[src/hdl/vmbs_ram.sv]
`timescale 1ns / 1ps
// ----------------------------------------------------------------------------
// vmbs_ram: generic simple dual-port RAM
// One write port, one read port, read data registered.
// ----------------------------------------------------------------------------
module vmbs_ram #(
    parameter int WIDTH  = 8,
    parameter int DEPTH  = 16,
    parameter int ADDR_W = $clog2(DEPTH)
) (
    input  logic              aclk,
    input  logic              we,
    input  logic [ADDR_W-1:0] waddr,
    input  logic [WIDTH-1:0]  wdata,
    input  logic              re,
    input  logic [ADDR_W-1:0] raddr,
    output logic [WIDTH-1:0]  rdata
);

    logic [WIDTH-1:0] mem [DEPTH];
    logic [WIDTH-1:0] rdata_reg;

    always_ff @(posedge aclk) begin
        if (we) begin
            mem[waddr] <= wdata;
        end
        if (re) begin
            rdata_reg <= mem[raddr];
        end
    end

    assign rdata = rdata_reg;

endmodule

[config.mk]
export PLATFORM = sky130hd
export DESIGN_NAME = vmbs_ram
export DESIGN_NICKNAME = d
export VERILOG_FILES = /design/src/hdl/vmbs_ram.sv
export SDC_FILE = /design/constraint.sdc
export NUM_CORES = 1
export LEC_CHECK = 0
export BUFFER_PORTS_ARGS = -buffer_cell sky130_fd_sc_hd__buf_2
export CAP_MARGIN = 20
export CORE_MARGIN = 3
export CORE_UTILIZATION = 40
export DETAILED_ROUTE_END_ITERATION = 7
export PLACE_DENSITY = 0.6
export REMOVE_ABC_BUFFERS = 1
export SLEW_MARGIN = 25
export SYNTH_ARGS = -nofsm -noshare
export SYNTH_HDL_FRONTEND = slang
export SYNTH_SLANG_ARGS = --single-unit
[constraint.sdc]
create_clock -name aclk -period 2.9 [get_ports aclk]
set_input_delay 0.435 -clock aclk [delete_from_list [all_inputs] [get_ports aclk]]
set_output_delay 0.435 -clock aclk [all_outputs]
set_load 0.005 [all_outputs]
Yosys cells after proc, flatten, opt, wreduce, memory -nomap -nowiden

Memory sizes are Yosys's and may differ from the RTL's. A register that Yosys moved wholly into a read port is not among the register bits.
Index checks and enable logic that the tools add are counted.

Bits in registers: 0
Memory bits (writable): 128
Input port bits: 19
Output and inout port bits: 8
Logic and storage cells: 3
Memories kept: 1

Memories:

| memory | words | width | rd ports | clocked after memory_dff | wr ports | RTL line | source |
|---|---|---|---|---|---|---|---|
| mem    | 16    | 8     | 1        | 1                        | 1        | 20       | `logic [WIDTH-1:0] mem [DEPTH];` |

Multiplexer cells: 2

Operator list:

| kind              | number |
|---|---|
| 1-bit two-way mux | 2 |

Depth between registers and ports, before layout

Word-level depth: 2
Mapped depth: 5
Mapped depth without buffers: 3

Worst setup path before layout

No wires, ideal clock.

Kind: input port to flip-flop
From: input waddr[2]
To: memory mem[0][0] (enable)
Setup time: 0.383 ns
Arrival time: 1.545 ns
Required time: 2.517 ns
Path slack: 0.972 ns
Cell stages on the path: 2
Cells stage by stage: or3b_2 nor3_1

RTL lines:

| what               | RTL line | source |
|---|---|---|
| start: declaration | 13       | `input logic [ADDR_W-1:0] waddr,` |
| end: declaration   | 20       |  |

No word-level cell before the write port.

==> metrics.md <==
| Metric | Value |
|---|---|
| Outcome | finished clean |
| VDD IR max | between 600 and 700 uV |
| Dpl cells | around 440 |
| CP max-delay cell | mux4_1 |
| Num CTS Buffers | 17 |
| Vias in the first global route | between 2,000 and 3,000 |
| Hold Path Class | input port to register |
| DR iter-0 viols | 210 |
| Fin Hold WS | ~0.40 ns |
| Time the worst path needs with I/O delays and setup | approximately 1.8 ns |
| Seq/Total Area, Yosys | 0.7812 |
| Async SR Flop Fraction | 0 |
| Resize count post-CTS | 0 |
| Hold path depth | 1 |
| Die Span X | ~120 um |
| Worst-Margin Slew | about 0.80 ns |
| Max Clk Rate | approximately 550 MHz |
| Crit path kind | input port to register |
| Util after Layout | 0.4972 |
| Pwr per Cell Area | ~770 nW/um^2 |
| Diodes inserted | 0 |
| # Post-CTS Setup Buffers | 0 |
| Overflow after GRT | 0 |
| Combinational fraction of design power | 0.041 |
| Mapped Cells | between 200 and 250 |
| Share of the synthesized area in the top cell type | 0.7812 |
| LEAKAGE | approximately 2.1 nW |
| Internal | approximately 4.0 mW |
| Clock buffer depth | 2 |
| Vias | roughly 2,500 |
| WL per Instance | between 20 and 25 um |
| Nets | ~300 |
| DR pass1 iterations | 4 |
| Endpoint class of the critical path | register |
| Area post-placement | 5647 um^2 |
| Setup WS post-layout | around 1.1 ns |
| Share of power burned in the clock network | 0.503 |
| Later-pin clock latency in the skew report | between 0.4 and 0.5 ns |
| Switch share | 0.1835 |
| DP HPWL | around 6.6 mm |
| Area grow syn2layout | 21.01% |
| Largest net degree at the start of global routing | 19 |
| Worst Clk Skew | between 0.015 and 0.02 ns |
| Row count | 41 |
| Period utilization | 0.6293 |
| Cell family with most CP delay | buffers and inverters |
| Reg power frac | 0.456 |
| Die footprint | about 14,000 um^2 |
| Cell variety after synth | 18 |
| Yosys warning count | 0 |
| Yosys reg bits | between 100 and 150 |
| DRT Wirelength | around 10 mm |
| Initial Util | 0.4109 |
| # setup viols final | 0 |
| Number of synthesized flops with an enable pin | around 140 |
| CTS sink cnt | around 140 |
| Switching power of the nets | approximately 900 uW |
| Fillers | approximately 1,000 |
| Top-count cell post-synth | edfxtp_1 |
| Core outline area | ~13,000 um^2 |
| CP Cell Sequence | buf_2 -> buf_12 -> mux4_1 -> a22oi_1 -> nand2_1 |
| Top_reg_cell synth | edfxtp_1 |
| Top post-synthesis cells by area | edfxtp_1 78%, mux4_2 7.8%, mux4_1 7.0% |
| DR DRC count | 0 |
| Power Total | between 4 and 5 mW |
| Buf/Inv on CP | 2 |
| Mapped Area | 5228 um^2 |
| DR vias/cell | 5.288 |
| Cts hold-fix bufs | 0 |
| Clock root buffer | clkbuf_16 |
| Largest register FFs | 128 |
| GRT Total Usage | 0.1573 |
| Crit path required time | between 3 and 4 ns |
| Largest area contributor in the netlist | edfxtp_1 |
| Worst EP arrival | about 2.0 ns |
| R2R depth | 3 |
| Slew Viols, Final | 0 |
| IO Port Bufs | 26 |
| Layout cell share with drive strength beyond 1 | 0.3197 |
| Post-synth top cells | 136 x edfxtp_1, 18 x mux4_2, 16 x a22oi_1 |
| Routed Antenna Nets | 0 |
| Setup TNS | 0 ns |
| Die H | 120.3 um |
| Max Cap Violations | 0 |
| CP peak stage delay | 0.57 ns |
| Final instance area | 6326 um^2 |
| CP startpoint kind | input port |
| Max_slew headroom | 0.4662 |
| Initial antenna violation count | 0 |
| CTS tree | yes |
| Avg Synthesized Cell Area | between 20 and 25 um^2 |
| First-pass GRT wire length | between 15 and 20 mm |
| GPL Wtd Cong | about 0.77 |
| Clock H-tree levels | 4 |
| Final Non-Filler Cells | between 400 and 500 |
| # IOs | 27 |
| CP Depth | 5 |
| Pre-CTS setup slack | 0.6210 ns |
| Fin. Hold Viols | 0 |
| RSZ-0062 raised after global routing | no |
| Reg clk slew, reported paths | 0.05 ns |
| Critical-path maximum fanout | 16 |
logic make-up after synthesis:
| logic type | synth area share |
|---|---|
| AOI/OAI and AO/OA | 0.02298 |
| buffers and inverters | 0.01651 |
| and+or+nand+nor | 0.03136 |
| muxes | 0.1479 |
| DFF | 0.7812 |
cell type report:
type / count / area, um^2 / area share
clock buffers: 17 / 425.4 / 0.06725
clock inverters: 14 / 254.0 / 0.04015
multi-input cells: 83 / 1057 / 0.1671
flip-flops and latches: 136 / 4084 / 0.6456
well taps: 172 / 215.2 / 0.03402
repair buffers: 44 / 290.3 / 0.04589
cells in the final DEF, fill, tap and decap left out, types with 7 or more instances in the layout:
master,instances
mux4_1,14
edfxtp_1,136
clkbuf_16,17
nor2_1,13
bufinv_16,7
buf_2,26
nand2_1,9
mux4_2,18
a22oi_1,16
buf_4,16
power groups by stage:
stage / combinational [mW] / sequential (mW) / clock (mW)
final: 0.202 / 2.23 / 2.46
after global routing: 0.224 / 2.23 / 2.60
after CTS: 0.206 / 2.23 / 2.51
after detailed placement: 0.205 / 2.27 / 0
after global placement: 0.203 / 2.27 / 0
after floorplan: 0.0883 / 2.26 / 0
worst reg2reg max path, stage by stage, from the launching register on:
cell and delay (ns):
edfxtp_1 0.37, mux4_1 0.52, a22oi_1 0.35, nand2_1 0.09
final timing paths:
| check | start | endpoint | slack, ns |
|---|---|---|---|
| worst max register to register | mem[0][3]$_DFFE_PP_ | rdata[3]$_DFFE_PP_ | 1.31 |
| worst max-delay path | raddr[0] | rdata[2]$_DFFE_PP_ | 1.08 |
| worst min-delay path | re | rdata[0]$_DFFE_PP_ | 0.40 |
| worst min register to register | mem[12][3]$_DFFE_PP_ | rdata[3]$_DFFE_PP_ | 0.75 |
per-layer routing:
layer / wire, um / GRT usage
met2: 4907 / 0.2350
met3: 606 / 0.05426
met5: 0 / 0
met4: 129 / 0.05949
met1: 4598 / 0.2154
Note: power is estimated with default switching activity, not from simulation.
