--- src/hdl/vmbs_pkg.sv ---
`timescale 1ns / 1ps
// ----------------------------------------------------------------------------
// vmbs_pkg: shared types and constants
// Widths, plane store geometry and the control structs exchanged between the
// position generator, the accumulator and the top level.
// ----------------------------------------------------------------------------
package vmbs_pkg;

    localparam int MAX_EDGE = 256;
    localparam int MAX_LG   = $clog2(MAX_EDGE);
    localparam int POS_W    = MAX_LG;
    localparam int HALF_W   = MAX_LG - 1;
    localparam int ADDR_W   = 2 * HALF_W;
    localparam int PLANE_DEPTH = (MAX_EDGE / 2) * (MAX_EDGE / 2);

    localparam int LG_W   = 4;
    localparam int CHAN_W = 32;
    localparam int PAIR_W = 33;
    localparam int SUM_W  = 35;
    localparam int RAM_W  = 3 * SUM_W;

    localparam logic [LG_W-1:0] LG_RESET = LG_W'(8);
    localparam logic [LG_W-1:0] LG_MIN   = LG_W'(1);
    localparam logic [LG_W-1:0] LG_MAX   = LG_W'(MAX_LG);

    // Per-voxel control derived from the current position
    typedef struct packed {
        logic              odd_x;     // second voxel of an x pair
        logic              first;     // group slot opens (y even, z even)
        logic              emit;      // group closes (y odd, z odd)
        logic              last;      // final voxel of the level
        logic [ADDR_W-1:0] addr;      // plane store entry
    } vox_info_t;

    // Accumulator status toward the input handshake
    typedef struct packed {
        logic busy;   // stage 1 holds an item
        logic adv;    // stage 1 item leaves this cycle
    } acc_stat_t;

endpackage

--- src/hdl/vmbs_pos.sv ---
`timescale 1ns / 1ps
// ----------------------------------------------------------------------------
// vmbs_pos: raster position generator
// Holds the edge size and the x/y/z position of the next voxel, and derives
// the group flags and plane store address for it.
// ----------------------------------------------------------------------------
module vmbs_pos (
    input  logic                          aclk,
    input  logic                          aresetn,
    input  logic                          cfg_fire,
    input  logic [vmbs_pkg::LG_W-1:0]     cfg_lg,
    input  logic                          in_fire,
    output vmbs_pkg::vox_info_t           info
);

    logic [vmbs_pkg::POS_W-1:0] pos_x_reg, pos_x_next;
    logic [vmbs_pkg::POS_W-1:0] pos_y_reg, pos_y_next;
    logic [vmbs_pkg::POS_W-1:0] pos_z_reg, pos_z_next;
    logic [vmbs_pkg::LG_W-1:0]  lg_m1_reg, lg_m1_next;
    logic [vmbs_pkg::POS_W-1:0] mask_reg, mask_next;
    logic [vmbs_pkg::LG_W-1:0]  lg_eff;
    logic [vmbs_pkg::ADDR_W-1:0] row_base;

    // clamp the register value to the legal range
    always_comb begin
        priority if (cfg_lg < vmbs_pkg::LG_MIN) begin
            lg_eff = vmbs_pkg::LG_MIN;
        end else if (cfg_lg > vmbs_pkg::LG_MAX) begin
            lg_eff = vmbs_pkg::LG_MAX;
        end else begin
            lg_eff = cfg_lg;
        end
    end

    always_comb begin
        pos_x_next = pos_x_reg;
        pos_y_next = pos_y_reg;
        pos_z_next = pos_z_reg;
        lg_m1_next = lg_m1_reg;
        mask_next  = mask_reg;
        if (cfg_fire) begin
            pos_x_next = '0;
            pos_y_next = '0;
            pos_z_next = '0;
            lg_m1_next = lg_eff - vmbs_pkg::LG_W'(1);
            mask_next  = vmbs_pkg::POS_W'((
                (vmbs_pkg::POS_W+1)'(1) << lg_eff) - (vmbs_pkg::POS_W+1)'(1));
        end else if (in_fire) begin
            pos_x_next = pos_x_reg + vmbs_pkg::POS_W'(1);
            if (pos_x_reg == mask_reg) begin
                pos_x_next = '0;
                pos_y_next = pos_y_reg + vmbs_pkg::POS_W'(1);
                if (pos_y_reg == mask_reg) begin
                    pos_y_next = '0;
                    pos_z_next = (pos_z_reg == mask_reg) ? '0
                                 : pos_z_reg + vmbs_pkg::POS_W'(1);
                end
            end
        end
    end

    always_ff @(posedge aclk) begin
        if (!aresetn) begin
            pos_x_reg <= '0;
            pos_y_reg <= '0;
            pos_z_reg <= '0;
            lg_m1_reg <= vmbs_pkg::LG_RESET - vmbs_pkg::LG_W'(1);
            mask_reg  <= '1;
        end else begin
            pos_x_reg <= pos_x_next;
            pos_y_reg <= pos_y_next;
            pos_z_reg <= pos_z_next;
            lg_m1_reg <= lg_m1_next;
            mask_reg  <= mask_next;
        end
    end

    // entry = (y/2) * (edge/2) + x/2
    assign row_base = vmbs_pkg::ADDR_W'(pos_y_reg[vmbs_pkg::POS_W-1:1]) << lg_m1_reg;

    always_comb begin
        info.odd_x = pos_x_reg[0];
        info.first = !pos_y_reg[0] && !pos_z_reg[0];
        info.emit  = pos_y_reg[0] && pos_z_reg[0];
        info.last  = (pos_x_reg == mask_reg) && (pos_y_reg == mask_reg) &&
                     (pos_z_reg == mask_reg);
        info.addr  = row_base | vmbs_pkg::ADDR_W'(pos_x_reg[vmbs_pkg::POS_W-1:1]);
    end

    a_cfg_restart: assert property (@(posedge aclk) disable iff (!aresetn)
        cfg_fire |=> (pos_x_reg == '0) && (pos_y_reg == '0) && (pos_z_reg == '0))
        else $error("position not restarted after register write");

    a_pos_in_range: assert property (@(posedge aclk) disable iff (!aresetn)
        ((pos_x_reg & ~mask_reg) == '0) && ((pos_y_reg & ~mask_reg) == '0) &&
        ((pos_z_reg & ~mask_reg) == '0))
        else $error("position beyond edge");

endmodule

--- config.mk ---
export PLATFORM = sky130hd
export DESIGN_NAME = vmbs_pos
export DESIGN_NICKNAME = d
export VERILOG_FILES = /design/src/hdl/vmbs_pkg.sv /design/src/hdl/vmbs_pos.sv
export SDC_FILE = /design/constraint.sdc
export NUM_CORES = 1
export LEC_CHECK = 0
export ABC_AREA = 1
export BUFFER_PORTS_ARGS = -buffer_cell sky130_fd_sc_hd__buf_2
export CORE_ASPECT_RATIO = 1.1
export CORE_MARGIN = 2
export CORE_UTILIZATION = 55
export CTS_BUF_LIST = sky130_fd_sc_hd__clkbuf_4
export CTS_CLUSTER_DIAMETER = 150
export DETAILED_ROUTE_END_ITERATION = 12
export GPL_ROUTABILITY_DRIVEN = 0
export PLACE_DENSITY = 0.71
export SYNTH_ARGS = -nofsm -noshare
export SYNTH_HDL_FRONTEND = slang
export SYNTH_SLANG_ARGS = --single-unit
export TNS_END_PERCENT = 50
--- constraint.sdc ---
create_clock -name aclk -period 2.52 [get_ports aclk]
set_clock_uncertainty 0.1 [all_clocks]
set_input_delay 0.126 -clock aclk [delete_from_list [all_inputs] [get_ports aclk]]
set_output_delay 0.126 -clock aclk [all_outputs]
set_load 0.05 [all_outputs]
* Word-level counts from Yosys, hierarchy flattened
Cells that the tools add are included.
** Operators by class
- $add $sub $neg :: 5
- Order comparisons :: 2
- Equality and inequality tests :: 3
- Shifts and indexed selects :: 2
- Mux-type cells :: 5
- Bitwise operators :: 2
- Reductions and logical operators :: 9
** Operators by type and width (count)
- adder 8 x 1 -> 8 bit, second input constant :: 3
- equality test 8 bit :: 3
- two-way mux 8 bit :: 3
- bitwise OR 14 x 7 -> 14 bit :: 1
- left shift 7 x 4 -> 14 bit :: 1
- two-way mux 4 bit :: 2
- left shift 1 x 4 -> 8 bit, first input constant :: 1
- subtractor 8 x 2 -> 8 bit, second input constant :: 1
- > comparator 4 bit, second input constant :: 1
- logical AND 1 bit :: 4
- less-than comparator 4 x 1 -> 1 bit, second input constant :: 1
- subtractor 4 x 1 -> 4 bit, second input constant :: 1
- AND reduction 3 bit :: 1
- zero test 1 bit :: 2
- AND reduction 2 bit :: 1
- OR reduction 2 bit :: 1
- inverter 1 bit :: 1
** Storage, ports and cells
- Flip-flop bits (word level) :: 36
- Output and inout port bits :: 18
- Logic and storage cells :: 33

* Logic depth before layout (Yosys ltp)
- Word-level depth :: 5
- Gate-level depth with buffers :: 12
- Mapped depth without buffers :: 11

* Worst setup path after synthesis
No wires, ideal clock.
- Path kind :: register to output
- From :: reg lg_m1_reg[0] (netlist bit)
- To :: out info[10] (netlist bit)
- Data arrival time :: 2.012 ns
- Setup slack :: 0.282 ns
- Stages on the path, launching flop included :: 6
- Buffers on the path :: 1
- Cells stage by stage :: dfxtp_1 -> buf_2 -> o21ai_0 -> nand2_1 -> o21ai_0 -> o31ai_1
** RTL lines
- from (decl) :: line vmbs_pos.sv:19 : logic [vmbs_pkg::LG_W-1:0] lg_m1_reg, lg_m1_next;
- from (signal assigned) :: line vmbs_pos.sv:67 : lg_m1_reg <= vmbs_pkg::LG_RESET - vmbs_pkg::LG_W'(1);
- from (signal assigned) :: line vmbs_pos.sv:73 : lg_m1_reg <= lg_m1_next;
- to (decl) :: line vmbs_pos.sv:13 : output vmbs_pkg::vox_info_t info

==> impl_metrics.yaml <==
sta:
  min_period_ns: 2.26
  drv_slew: 0
  rsz0062_at_grt: "no"
  hold_viol: 0
  setup_violations: 0
  slew_headroom_pct: 68.1
  fin_tns_setup_ns: 0
  tightest_slew_ns: 0.478
  clock.fmax_ghz: 0.443
  period_share_pct: 89.6
clock_tree:
  cts_tree: "done"
  worst_skew_pair.late_latency_ns: 0.34
  clockBufferDepth: 2
  cts-buffers-inserted: 5
  path_clk_slew_ns: 0.12
  htree_levels: 2
  cts_root_buf: "clkbuf_4"
  clkSinkCount: 36
finish:
  antenna_cells: 0
  fin_util_pct: 61.6
  drive_gt1_share_pct: 15.6
  final_cell_area_sq_mm: 0.00310
  final_common_cell: "nand2_1"
  fillers: 518
  register_area_sq_um: 721
  nets: 509
  multi_input_area_sq_mm: 0.00182
  final_cell_mix: "nand2_1, nor2_1, inv_1"
  syn2layout_area_growth_pct: 8.02
setup_path:
  cp_slowest_cell: "dfxtp_1"
  worstSetupEndpointType: "primary output"
  cp.required_ns: 2.29
  r2r_slack_ns: 0.62
  worstPathArrival_ns: 2.03
  path_cells: "nand2_1 -> o21ai_0 -> mux2i_1 -> or2_2 -> o22ai_1 -> buf_2"
  cp-start-kind: "register"
  r2r-start: "mask_reg[6]$_SDFFE_PN1P_"
  slowest_delay_ns: 0.63
  cp_max_fo: 16
  r2r_end: "pos_z_reg[4]$_SDFFE_PP0P_"
  crit_type: "reg -> out"
  r2r_cells: 10
power_and_ir_drop:
  power_density_mw_per_mm2: 400
  combPwrFrac_pct: 17.4
  vdd_drop_max_mv: 0.188
  swShare_pct: 29.9
  power.internal_mw: 0.869
  power_mw: 1.24
  sequentialPowerShare_pct: 48.9
  p_leak_nw: 1.48
  p_switching_mw: 0.371
  clock_power_share_pct: 33.7
placement:
  port_buffers: 25
  place_hpwl_mm: 5.40
  dpl_cell_area_sq_mm: 0.00300
grt:
  grt_usage_pct: 26.5
  antenna_found_initial: 0
  grt_max_degree: 17
  gr-total-overflow: 0
  grt_pass1_vias: 2692
  grt_pass1_wl_mm: 12.3
floorplanning:
  core_sq_mm: 0.00503
  ioPinCount: 26
  die_area_sq_mm: 0.00581
  die_w_microns: 72.9
  rows: 27
  die_h_microns: 79.8
  initial_core_util_pct: 57.0
status:
  outcome: "finished, final reports clean"
logic_synthesis:
  netlist_area_sq_mm: 0.00287
  synth-edff-count: 0
  synth.distinct_cells: 37
  ys_seq_area_share_pct: 25.1
  synthArstFlopShare_pct: 0
  avgSynthCellArea_sq_um: 6.13
  synth_nets: 485
  synthFlopType: "dfxtp_1"
  ys_ff_latch: 36
  synthCells: 468
  ys_warn_count: 0
route:
  viasPerCell: 5.24
  wire_per_inst_microns: 12.4
  drc: 0
  dr_total_vias: 2887
  drt_wl_total_mm: 6.85
  firstDrtPassIters: 4
  drtIter0Drc: 181
  drtAntennaViolNets: 0
hold_path:
  hold_depth: 3
  hp-class: "in -> reg"
  worstHoldStart: "in_fire"
  min_to: "pos_z_reg[0]$_SDFFE_PP0P_"
run:
  cap_violations: 0
power groups by stage:
stage	sequential, mW	clock [mW]	combinational (mW)
floorplan	0.607	0	0.172
global placement	0.619	0	0.207
detailed placement	0.619	0	0.211
CTS	0.606	0.430	0.215
global route	0.610	0.456	0.241
finish	0.607	0.418	0.215
critical path: cells and delay by family, from the launching register on:
kind | cells | cell delay (ns)
compound gates | 2 | 0.25
buf+inv | 1 | 0.28
flops | 1 | 0.63
mux | 1 | 0.15
simple gates | 2 | 0.39
worst max path at each step:
| stage | from | end | slack (ns) | cells past startpoint |
|---|---|---|---|---|
| finish | lg_m1_reg[0]$_SDFFE_PN1P_ | info[11] | 0.26 | 6 |
| CTS | cfg_lg[2] | mask_reg[7]$_SDFFE_PN1P_ | 0.15 | 11 |
| global route | lg_m1_reg[0]$_SDFFE_PN1P_ | info[11] | 0.03 | 6 |
| detailed placement | cfg_lg[2] | mask_reg[7]$_SDFFE_PN1P_ | 0.33 | 10 |
| global placement | cfg_lg[2] | mask_reg[7]$_SDFFE_PN1P_ | 0.45 | 10 |
| floorplan | lg_m1_reg[0]$_SDFFE_PN1P_ | info[10] | 0.28 | 5 |
cells in the mapped netlist, types with 4 or more instances:
| master | n | area (sq um) |
|---|---|---|
| a21oi_1 | 20 | 100 |
| a22oi_1 | 4 | 30.0 |
| dfxtp_1 | 36 | 721 |
| ha_1 | 9 | 113 |
| inv_1 | 50 | 188 |
| inv_2 | 13 | 48.8 |
| nand2_1 | 157 | 589 |
| nand2_2 | 11 | 68.8 |
| nand3_1 | 12 | 60.1 |
| nand4_1 | 9 | 56.3 |
| nor2_1 | 53 | 199 |
| nor2_2 | 4 | 25.0 |
| o21ai_0 | 20 | 100 |
| o22ai_1 | 6 | 37.5 |
| or2_2 | 4 | 25.0 |
| xnor2_1 | 11 | 96.3 |
| xor2_1 | 12 | 105 |
cell type report:
cell class | instances | share of cell area, %
clock inverter | 2 | 1.13
timing repair buffer | 29 | 5.17
clock buffer | 6 | 1.45
sequential | 36 | 23.3
inverter | 65 | 7.87
multi-input combinational | 355 | 58.8
tap | 58 | 2.34
per-stage QoR:
stage,worst slack (ns),hold slack (ns),cells
final,0.262,0.0559,551
after global routing,0.0308,0.0479,551
after CTS,0.145,0.0429,551
after detailed placement,0.328,0.286,541
after global placement,0.451,0.275,541
after floorplan,0.282,0.157,468
repair_timing:
action                                 4_1_cts  5_1_grt
setup buffers                                0        0
endpoints found under the hold margin        1        0
setup endpoints to repair                    0        1
hold buffers                                 2        0
resized for setup                            0        1
cells by family after synthesis:
kind of cell	after synthesis	share of synthesized area, %
buffers and inverters	77	11.4
multiplexers	1	0.349
AND/OR/NAND/NOR	262	40.4
XOR/XNOR	23	7.02
AO/OA/AOI/OAI	60	11.8
flip-flops	36	25.1
adder cells (fa/ha/maj)	9	3.93
routing by layer:
metal	up-vias	track usage (%)	part of all wire (%)
li1	1514	-	-
met1	1297	33.3	43
met2	68	46.5	50
met3	8	4.04	5.5
met4	0	7.59	1.2
met5	-	0	0
(Power assumes the default switching activity.)
