## src/hdl/vmbs_pkg.sv

```systemverilog
`timescale 1ns / 1ps
// ----------------------------------------------------------------------------
// vmbs_pkg: shared types and constants
// Widths, plane store geometry and the control structs exchanged between the
// position generator, the accumulator and the top level.
// ----------------------------------------------------------------------------
package vmbs_pkg;

    localparam int MAX_EDGE = 256;
    localparam int MAX_LG   = $clog2(MAX_EDGE);
    localparam int POS_W    = MAX_LG;
    localparam int HALF_W   = MAX_LG - 1;
    localparam int ADDR_W   = 2 * HALF_W;
    localparam int PLANE_DEPTH = (MAX_EDGE / 2) * (MAX_EDGE / 2);

    localparam int LG_W   = 4;
    localparam int CHAN_W = 32;
    localparam int PAIR_W = 33;
    localparam int SUM_W  = 35;
    localparam int RAM_W  = 3 * SUM_W;

    localparam logic [LG_W-1:0] LG_RESET = LG_W'(8);
    localparam logic [LG_W-1:0] LG_MIN   = LG_W'(1);
    localparam logic [LG_W-1:0] LG_MAX   = LG_W'(MAX_LG);

    // Per-voxel control derived from the current position
    typedef struct packed {
        logic              odd_x;     // second voxel of an x pair
        logic              first;     // group slot opens (y even, z even)
        logic              emit;      // group closes (y odd, z odd)
        logic              last;      // final voxel of the level
        logic [ADDR_W-1:0] addr;      // plane store entry
    } vox_info_t;

    // Accumulator status toward the input handshake
    typedef struct packed {
        logic busy;   // stage 1 holds an item
        logic adv;    // stage 1 item leaves this cycle
    } acc_stat_t;

endpackage

```

## src/hdl/vmbs_accum.sv

```systemverilog
`timescale 1ns / 1ps
// ----------------------------------------------------------------------------
// vmbs_accum: pair register, read-add-write stage and output register
// Even-x voxels park in the pair register. Odd-x voxels add the pair, read
// the plane entry unless the group slot opens, and in stage 1 either write
// the partial sum back or hand the finished group to the output register.
// ----------------------------------------------------------------------------
module vmbs_accum (
    input  logic                                aclk,
    input  logic                                aresetn,
    input  logic                                in_fire,
    input  vmbs_pkg::vox_info_t                 info,
    input  logic signed [vmbs_pkg::CHAN_W-1:0]  s_chan_a,
    input  logic signed [vmbs_pkg::CHAN_W-1:0]  s_chan_b,
    input  logic signed [vmbs_pkg::CHAN_W-1:0]  s_chan_c,
    output logic                                ram_re,
    output logic [vmbs_pkg::ADDR_W-1:0]         ram_raddr,
    input  logic [vmbs_pkg::RAM_W-1:0]          ram_rdata,
    output logic                                ram_we,
    output logic [vmbs_pkg::ADDR_W-1:0]         ram_waddr,
    output logic [vmbs_pkg::RAM_W-1:0]          ram_wdata,
    output vmbs_pkg::acc_stat_t                 stat,
    output logic                                m_valid,
    input  logic                                m_ready,
    output logic signed [vmbs_pkg::SUM_W-1:0]   m_sum_a,
    output logic signed [vmbs_pkg::SUM_W-1:0]   m_sum_b,
    output logic signed [vmbs_pkg::SUM_W-1:0]   m_sum_c,
    output logic                                m_last_of_level
);

    localparam int SW = vmbs_pkg::SUM_W;
    localparam int PW = vmbs_pkg::PAIR_W;

    logic signed [vmbs_pkg::CHAN_W-1:0] pair_a_reg, pair_b_reg, pair_c_reg;

    logic                        s1_valid_reg, s1_valid_next;
    logic                        s1_first_reg, s1_emit_reg, s1_last_reg;
    logic [vmbs_pkg::ADDR_W-1:0] s1_addr_reg;
    logic signed [PW-1:0]        s1_pa_reg, s1_pb_reg, s1_pc_reg;

    logic signed [SW-1:0] plane_a, plane_b, plane_c;
    logic signed [SW-1:0] sum_a, sum_b, sum_c;

    logic m_valid_reg, m_valid_next;
    logic signed [SW-1:0] m_sum_a_reg, m_sum_b_reg, m_sum_c_reg;
    logic m_last_reg;

    logic s1_adv, out_load;

    // stage 0: pair register and read issue
    always_ff @(posedge aclk) begin
        if (in_fire && !info.odd_x) begin
            pair_a_reg <= s_chan_a;
            pair_b_reg <= s_chan_b;
            pair_c_reg <= s_chan_c;
        end
    end

    assign ram_re    = in_fire && info.odd_x && !info.first;
    assign ram_raddr = info.addr;

    // stage 1 advances unless it holds a finished group the output can't take
    assign s1_adv   = s1_valid_reg && (!s1_emit_reg || !m_valid_reg || m_ready);
    assign out_load = s1_adv && s1_emit_reg;
    assign stat.busy = s1_valid_reg;
    assign stat.adv  = s1_adv;

    always_comb begin
        s1_valid_next = s1_valid_reg;
        if (in_fire && info.odd_x) begin
            s1_valid_next = 1'b1;
        end else if (s1_adv) begin
            s1_valid_next = 1'b0;
        end
    end

    always_ff @(posedge aclk) begin
        if (in_fire && info.odd_x) begin
            s1_first_reg <= info.first;
            s1_emit_reg  <= info.emit;
            s1_last_reg  <= info.last;
            s1_addr_reg  <= info.addr;
            s1_pa_reg    <= PW'(pair_a_reg) + PW'(s_chan_a);
            s1_pb_reg    <= PW'(pair_b_reg) + PW'(s_chan_b);
            s1_pc_reg    <= PW'(pair_c_reg) + PW'(s_chan_c);
        end
    end

    // stage 1: add the plane entry (none when the group slot opens)
    always_comb begin
        plane_a = s1_first_reg ? '0 : ram_rdata[SW-1:0];
        plane_b = s1_first_reg ? '0 : ram_rdata[2*SW-1:SW];
        plane_c = s1_first_reg ? '0 : ram_rdata[3*SW-1:2*SW];
        sum_a   = SW'(s1_pa_reg) + plane_a;
        sum_b   = SW'(s1_pb_reg) + plane_b;
        sum_c   = SW'(s1_pc_reg) + plane_c;
    end

    assign ram_we    = s1_valid_reg && !s1_emit_reg;
    assign ram_waddr = s1_addr_reg;
    assign ram_wdata = {sum_c, sum_b, sum_a};

    // output register
    always_comb begin
        m_valid_next = m_valid_reg;
        if (out_load) begin
            m_valid_next = 1'b1;
        end else if (m_ready) begin
            m_valid_next = 1'b0;
        end
    end

    always_ff @(posedge aclk) begin
        if (out_load) begin
            m_sum_a_reg <= sum_a;
            m_sum_b_reg <= sum_b;
            m_sum_c_reg <= sum_c;
            m_last_reg  <= s1_last_reg;
        end
    end

    always_ff @(posedge aclk) begin
        if (!aresetn) begin
            s1_valid_reg <= 1'b0;
            m_valid_reg  <= 1'b0;
        end else begin
            s1_valid_reg <= s1_valid_next;
            m_valid_reg  <= m_valid_next;
        end
    end

    assign m_valid         = m_valid_reg;
    assign m_sum_a         = m_sum_a_reg;
    assign m_sum_b         = m_sum_b_reg;
    assign m_sum_c         = m_sum_c_reg;
    assign m_last_of_level = m_last_reg;

    a_no_write_on_emit: assert property (@(posedge aclk) disable iff (!aresetn)
        ram_we |-> !s1_emit_reg && s1_valid_reg)
        else $error("plane write from a closing group");

    a_stall_only_emit: assert property (@(posedge aclk) disable iff (!aresetn)
        (s1_valid_reg && !s1_adv) |-> s1_emit_reg && m_valid_reg && !m_ready)
        else $error("stage 1 stalled without a blocked output");

endmodule

```

## config.mk

```make
export PLATFORM = sky130hd
export DESIGN_NAME = vmbs_accum
export DESIGN_NICKNAME = d
export VERILOG_FILES = /design/src/hdl/vmbs_pkg.sv /design/src/hdl/vmbs_accum.sv
export SDC_FILE = /design/constraint.sdc
export NUM_CORES = 1
export LEC_CHECK = 0
export BUFFER_PORTS_ARGS = -buffer_cell sky130_fd_sc_hd__buf_4
export CORE_MARGIN = 8
export CORE_UTILIZATION = 50
export DETAILED_ROUTE_END_ITERATION = 10
export PLACE_DENSITY = 0.8
export SKIP_CTS_REPAIR_TIMING = 1
export SLEW_MARGIN = 30
export SYNTH_ARGS = -nofsm -noshare
export SYNTH_HDL_FRONTEND = slang
export SYNTH_SLANG_ARGS = --single-unit
export TNS_END_PERCENT = 100
```

## constraint.sdc

```tcl
create_clock -name aclk -period 5.9 [get_ports aclk]
set_clock_uncertainty 0.2 [all_clocks]
set_input_delay 1.18 -clock aclk [delete_from_list [all_inputs] [get_ports aclk]]
set_output_delay 1.18 -clock aclk [all_outputs]
set_load 0.005 [all_outputs]
```

# Yosys cells after proc, flatten, opt, wreduce, memory -nomap -nowiden
# Cells that the tools add are included.
# Widths: inputs -> output; s select.
[totals]
reg_bits = 320
word_cells = 43
out_inout_bits = 244
input_bits = 223
[op_classes]
add_sub_neg = 6
reduce_logical = 14
muxes = 7
[op_table]
columns = ["cell", "n"]
rows = [
  ["$add 33x35->35", 3],
  ["$mux 35", 3],
  ["$add 32x32->33", 3],
  ["$logic_and 1x1->1", 6],
  ["$logic_not 1->1", 4],
  ["$mux 1", 4],
  ["$reduce_bool 2->1", 2],
  ["$logic_or 1x1->1", 2],
]

# Depth between registers and ports, before layout
# Gate-level depths: netlist of run 1.
[depth]
word_depth = 6
mapped_depth = 15
mapped_depth_nobuf = 13

# Least setup slack after synthesis of run 1
# No wires, ideal clock.
[synth_timing]
path_kind = "input -> register"
start = "in m_ready"
end = "reg m_last_reg, in the netlist m_last_of_level, enable pin"
path_buffers = 0
t_required_ps = 5127
t_arrival_ps = 5669
setup_time_ps = 573
path_stages = 2
path_slack_ps = -541
cell_sequence = "nor2b_1 -> nor2_1"
[synth_between]
elab_chain_cells = 3
[synth_rtl]
columns = ["item", "line", "text"]
rows = [
  ["from (decl)", "vmbs_accum.sv:24", "input logic m_ready,"],
  ["$logic_or 1x1->1", "vmbs_accum.sv:63", "assign s1_adv = s1_valid_reg && (!s1_emit_reg || !m_valid_reg || m_ready);"],
  ["$logic_and 1x1->1", "vmbs_accum.sv:63", ""],
  ["$logic_and 1x1->1", "vmbs_accum.sv:64", "assign out_load = s1_adv && s1_emit_reg;"],
  ["to (signal assigned)", "vmbs_accum.sv:118", "m_last_reg <= s1_last_reg;"],
  ["to (decl)", "vmbs_accum.sv:46", "logic m_last_reg;"],
]
# Every way passes these cells.
# A chain may end at the register's enable or synchronous reset.

# Worst setup path in the final report of run 1
[layout_timing]
start = "in ram_rdata[70] (netlist name)"
end = "out ram_wdata[92] (netlist name)"
[layout_between]
elab_chain_cells = 2
[layout_rtl]
columns = ["item", "line", "text"]
rows = [
  ["from (decl)", "vmbs_accum.sv:18", "input logic [vmbs_pkg::RAM_W-1:0] ram_rdata,"],
  ["$mux 35", "vmbs_accum.sv:93", "plane_c = s1_first_reg ? '0 : ram_rdata[3*SW-1:2*SW];"],
  ["$add 33x35->35", "vmbs_accum.sv:96", "sum_c = SW'(s1_pc_reg) + plane_c;"],
  ["to (decl)", "vmbs_accum.sv:21", "output logic [vmbs_pkg::RAM_W-1:0] ram_wdata,"],
]
# Every way passes these cells.

==> impl_results.md, run 1 <==
- Status: complete, no violations
- Seq cells post-synth: 320
- Cells after Synth: 1875
- Crit path time final: 5.76 ns
- Vias in the first global route: 16.0k
- Cell depth of the worst flop-to-flop path: 15
- Critical Path End Type: output port
- Placed Cells: 2823
- CP Launch Type: input pin
- Worst slew pin tran: 0.745 ns
- GRT overflow: 0
- Fin area: 25800 um^2
- I/O Buffers: 466
- Post-Synth XOR/XNOR Area: 7.85%
- Reg2reg start: s1_first_reg$_DFFE_PP_
- Combinational family with the most area after synthesis: compound AO/OA/AOI/OAI gates
- Max Cap Viol: 0
- WL per Instance: 19.6 um
- Hold Crit Endpoint: m_last_of_level$_DFFE_PP_
- Crit path cell chain: buf_4 -> nor2b_1 -> ha_1 -> inv_1 -> fa_1 -> and2b_1 -> o2111ai_1 -> a32oi_2 -> a211oi_4 -> o21ai_2 -> a41o_1 -> a2111oi_2 -> nor3_1 -> xor2_1 -> buf_4
- Final hold violations: 0
- P_leak: 0.0112 uW
- Layout Cells excl Fill: 2894
- Compound-gate portion of the synthesized area: 17.8%
- Yosys top cell area share: 46.5%
- Clock latency on the worst-skew pair: 0.54 ns
- CP max FO: 3
- Syn nets: 2302
- DRC viols: 0
- Fillers: 3199
- Total Wirelength: 56.7 mm
- CTS tree: done
- Die area: 47800 um^2
- Slew Limit Fails: 0
- Clock slew at reported path FFs: 0.06 ns
- Vias: 16.4k
- Worst hold stages: 0
- CP max-delay cell: a2111oi_2
- Area post-placement: 24500 um^2
- Max VDD drop: 204 uV
- DP HPWL: 44.7 mm
- Largest delay contributor family on the critical path: compound AO/OA/AOI/OAI gates
- R2r endpoint: m_sum_b[28]$_DFFE_PP_
- WP data arrival: 4.38 ns
- Post-synthesis mux area share: 0.146%
- Clk sink count: 320
- GP Congestion: 0.924
- Fraction of layout cells with a size suffix above 1: 23.9%
- Die Height: 219 um
- Largest stage delay on the critical path: 0.37 ns
- Synth Area per Inst: 11.0 um^2
- 1st-iter DRT viols: 1181
- DR vias/cell: 5.67
- Global Route Usage Sum: 22.6%
- R2R setup slack: 1.96 ns
- CTS Buffer Depth: 3
- Ranking of synthesized cells by area: edfxtp_1 (47%), ha_1 (12%), xnor2_1 (5.3%)
- Row count: 74
- CP required: 4.52 ns
- Crit Path Class: in2out
- First-pass GRT wire length: 87.1 mm
- Simple logic cell fraction of the synthesized area: 12.5%
- Number of synthesized flops with an enable pin: 318
- Slew Limit Headroom: 50.3%
- Main flop type after synthesis: edfxtp_1
- Worst path bufs/invs: 3
- I/O Pins: 467
- Period Utilization, post-route: 97.6%
- PD cells: 281 nW/um^2
- Nets: 2761
- CTS root buf: clkbuf_16
- Yosys warning total: 0
- Layout area overhead: 25.6%
- Initial core utilization: 50.5%
- Post-synth top area cell: edfxtp_1
- Post-layout util: 63.5%
- Core Region: 40600 um^2
- Htree depth: 2
- Antenna violations before repair: 5
- Synth async-reset ratio: 0%
- Detailed Routing Iterations Pass 1: 7
- Worst hold slack: 0.274 ns
- Post-synthesis sequential area ratio: 46.7%
- Worst path most repeated cell: buf_4
- Distinct cell type count after synthesis: 74
- Die Wd: 219 um
- Largest net degree at the start of global routing: 59
- Antenna-violating nets left: 0
- Area share of fa/ha/maj cells after synthesis: 12.7%
- Clock buffer count from CTS: 38
- # setup viols final: 0
- Worst Hold Class: reg2reg
- FMAX: 174 MHz
- Power, Total: 7240 uW
- Worst hold start: s1_last_reg$_DFFE_PP_
- Synth Cell Area: 20500 um^2
[cells in the final DEF, fill, tap and decap left out, types with 9 or more instances in the layout]
cell,netlist,layout
a211o_1,10,10
o21ai_0,86,86
nand2b_1,26,26
a211oi_1,19,17
o21a_1,16,16
a21oi_1,177,177
nand4_1,15,15
nand2_1,97,97
nand3_1,48,48
buf_4,16,478
xor2_1,60,60
and2_1,9,9
xnor2_1,124,124
clkbuf_16,0,39
nor2_1,84,82
nor3_1,28,28
nor2b_1,129,128
o211ai_1,10,10
and3_1,25,25
edfxtp_1,318,318
a21o_1,119,119
inv_1,49,48
ha_1,198,198
o21bai_1,20,20
a31oi_1,20,20
[worst max-delay path by stage]
| stage | startpoint | endpoint | cells after the start |
|---|---|---|---|
| after global routing | ram_rdata[70] | ram_wdata[92] | 15 |
| final | ram_rdata[70] | ram_wdata[92] | 15 |
| after detailed placement | ram_rdata[70] | ram_wdata[92] | 15 |
| after floorplan | ram_rdata[70] | ram_wdata[104] | 13 |
| after CTS | s1_first_reg$_DFFE_PP_ | ram_wdata[69] | 14 |
| after global placement | ram_rdata[70] | ram_wdata[92] | 15 |
[cell type report]
cell class / instances / area [um^2] / share of cell area [%]
multi-input cells: 1444 / 10500 / 40.7
flip-flops and latches: 320 / 9590 / 37.2
repair buffers: 481 / 3640 / 14.1
clock buffers: 44 / 995 / 3.86
well taps: 532 / 666 / 2.58
clock inverters: 19 / 203 / 0.786
inverters: 49 / 186 / 0.723
diodes: 5 / 12.5 / 0.0485
[cells in the mapped netlist (3+ instances only)]
library cell,number
nand2b_1,26
o21ai_0,86
or2_2,3
nor4_1,3
a41o_1,3
or4_1,4
o221ai_1,3
mux2i_1,3
or3_1,7
and4_1,4
a211oi_1,19
fa_1,6
o21a_1,16
a21o_1,119
nor2b_1,129
ha_1,198
o211ai_1,10
buf_4,16
a211o_1,10
xor2_1,60
nand2_1,97
a221oi_1,5
clkbuf_1,45
inv_1,49
xnor2_1,124
nor2_1,84
o22ai_1,3
o21ai_1,7
a31o_2,5
a41oi_1,6
nor3_1,28
nand3_1,48
a2111oi_0,5
a21boi_0,6
edfxtp_1,318
a31oi_1,20
a21oi_1,177
and3_1,25
a221o_1,4
o21bai_1,20
o31a_1,4
nand4_1,15
o31ai_1,3
and2_1,9
[kinds of logic (layout without fill, tap and decap cells)]
| kind of cell | after synthesis | after routing |
|---|---|---|
| XOR/XNOR | 184 | 184 |
| buffers and inverters | 111 | 593 |
| AND/OR/NAND/NOR | 493 | 493 |
| multiplexers | 3 | 3 |
| AO/OA/AOI/OAI | 560 | 560 |
| other | 0 | 5 |
| adder cells (fa/ha/maj) | 204 | 204 |
| flip-flops | 320 | 320 |
[layer usage]
layer | routed length, um | global-route usage, % | vias to the layer above
met5 | 0 | 0 | -
met4 | 1490 | 7.90 | 0
met3 | 3700 | 3.84 | 91
met2 | 28000 | 38.8 | 601
met1 | 23500 | 28.4 | 7741
li1 | - | - | 7967
[per-stage QoR]
step,setup TNS [ns],worst slack [ns]
6_report,0,0.143
5_1_grt,-0.00767,-0.00767
4_1_cts,-0.578,-0.136
3_3_place_gp,0,0.184
2_1_floorplan,0,0.724
3_5_place_dp,0,0.0737
[power by group]
part           total [uW]  switching (uW)  internal [uW]
sequential           2800            50.9           2750
combinational        2130            1140            990
clock                2310             931           1380
total                7240            2120           5120
No activity file was read; power rests on OpenSTA's default activity.
==> inputs of run 2 (changes only) <==
CORE_UTILIZATION = 55   (was 50)
PLACE_DENSITY = 0.83   (was 0.8)
clock period = 5.4 ns   (was 5.9 ns; I/O delays follow)
==> run 2 against run 1 <==
Net effect: first-iteration DRC count down 21%; hold slack worse by 0.048 ns; non-clock buffer count increased by 43; sequential power is 9.6% higher; critical endpoint is now ram_wdata[32]; largest cell class unchanged; clock power is 13% higher; highest routed layer unchanged; wire length increased by 4.2%; cell count fell by 0.55%; via count is 3.4% higher.
==> impl_results.md, run 2 (synthesis gave the netlist of run 1 again) <==
- Antenna-violating nets left: 0
- Sw frac: 29.0%
- GRT overflow: 0
- Fin area: 26400 um^2
- CTS tree: done
- Nets: 2804
- Clock slew at reported path FFs: 0.06 ns
- Clock latency on the worst-skew pair: 0.55 ns
- I/O Pins: 467
- Sequential power share: 37.7%
- Vias in the first global route: 16.5k
- Final hold violations: 0
- Unrepaired setup endpoints after global routing: yes
- WL per Instance: 20.5 um
- Slew Limit Headroom: 45.0%
- CTS root buf: clkbuf_16
- Layout Cells excl Fill: 2878
- Most frequent cells in the layout: buf_4 (514), edfxtp_1 (318), ha_1 (192)
- Commonest non-fill, non-tap cell in the layout: buf_4
- Combinational Power Share: 30.0%
- CP max FO: 13
- Global Route Usage Sum: 24.5%
- Detailed Routing Iterations Pass 1: 5
- P_leak: 0.0115 uW
- FMAX: 187 MHz
- PD cells: 307 nW/um^2
- Antenna violations before repair: 8
- Fillers: 2574
- WP data arrival: 4.08 ns
- Largest net degree at the start of global routing: 58
- Core Region: 36700 um^2
- DR vias/cell: 5.89
- I/O Buffers: 466
- GP Congestion: 0.900
- Vias: 17.0k
- Layout area overhead: 28.7%
- Crit Path Class: reg2out
- Fin Setup TNS: 0 ns
- CTS Buffer Depth: 3
- First-pass GRT wire length: 87.5 mm
- Period Utilization, post-route: 99.2%
- Status: complete, no violations
- Placed Cells: 2769
- # setup viols final: 0
- Worst hold slack: 0.226 ns
- Clock buffer count from CTS: 38
- Die Height: 209 um
- CP required: 4.12 ns
- Htree depth: 2
- Slew Limit Fails: 0
- DP HPWL: 44.6 mm
- Clock power frac: 32.3%
- Critical Path End Type: output port
- Die Wd: 209 um
- Worst Hold Class: reg2reg
- Fraction of layout cells with a size suffix above 1: 26.7%
- CP Launch Type: flip-flop
- Area post-placement: 24500 um^2
- Max VDD drop: 270 uV
- Initial core utilization: 56.0%
- Row count: 70
- Die area: 43800 um^2
- Max Cap Viol: 0
- Worst slew pin tran: 0.824 ns
- Switch Pwr: 2350 uW
- Crit path time final: 5.36 ns
- Internal power: 5770 uW
- Total Wirelength: 59.1 mm
- Clk sink count: 320
- 1st-iter DRT viols: 937
- DRC viols: 0
## run 2: cell count changes in the layout (fill, tap and decap cells not counted), moves of 6 or more
| cell | before | now |
|---|---|---|
| buf_4 | 478 | 514 |
| a21oi_1 | 177 | 170 |
| o21ai_0 | 86 | 79 |
| a21oi_2 | 1 | 7 |
| ha_1 | 198 | 192 |
## run 2: stage by stage
| stage | utilization (%) | total power (uW) | worst slack (ns) |
|---|---|---|---|
| floorplan | - | 4490 | 0.424 |
| global placement | 66.8 | 5350 | 0.0207 |
| detailed placement | 66.8 | 5410 | -0.0894 |
| CTS | 70.2 | 8050 | -0.252 |
| global route | 72.0 | 8470 | -0.109 |
| finish | 72.0 | 8130 | 0.0408 |
## run 2: path summary, 6_finish.rpt
kind | cells past startpoint | endpoint | slack [ns] | from
setup / recovery | 15 | ram_wdata[32] | 0.04 | s1_first_reg$_DFFE_PP_
hold / removal | 0 | m_last_of_level$_DFFE_PP_ | 0.23 | s1_last_reg$_DFFE_PP_
setup reg to reg | 16 | m_sum_a[34]$_DFFE_PP_ | 1.49 | s1_first_reg$_DFFE_PP_
hold reg to reg | 0 | m_last_of_level$_DFFE_PP_ | 0.23 | s1_last_reg$_DFFE_PP_
## run 2: area by class of cell
class	count	area (um^2)	share of cell area [%]
clock buffers	47	1050	3.97
well taps	468	586	2.22
repair buffers	524	4040	15.3
diodes	8	20.0	0.0757
clock inverters	18	218	0.824
inverters	49	186	0.705
flip-flops and latches	320	9590	36.3
multi-input cells	1444	10700	40.6
## run 2: per-layer routing
metal	part of all wire [%]	GRT usage, %	routed length, um	up-vias
li1	-	-	-	8057
met5	0	0	0	-
met3	7.4	5.40	4350	146
met1	40	29.6	23600	8108
met2	48	41.2	28500	649
met4	4.5	11.9	2670	0
## run 2: power by group through the flow
stage	Sequential, uW	Clock (uW)	Combinational (uW)
after global placement	3110	0	2240
after CTS	3060	2670	2310
after detailed placement	3110	0	2300
after global routing	3080	2740	2650
final	3070	2620	2440
after floorplan	3110	0	1380
## run 2: critical path, stage by stage, from the launching register on
cell,delay (ns)
edfxtp_1,0.45
buf_6,0.16
buf_12,0.12
clkbuf_16,0.17
nor2b_1,0.13
ha_1,0.28
nor2b_1,0.16
o21a_1,0.23
o21ai_2,0.19
a311o_1,0.35
o21ai_1,0.13
a221o_1,0.45
a21oi_4,0.22
o41ai_4,0.11
xor2_1,0.22
buf_4,0.15
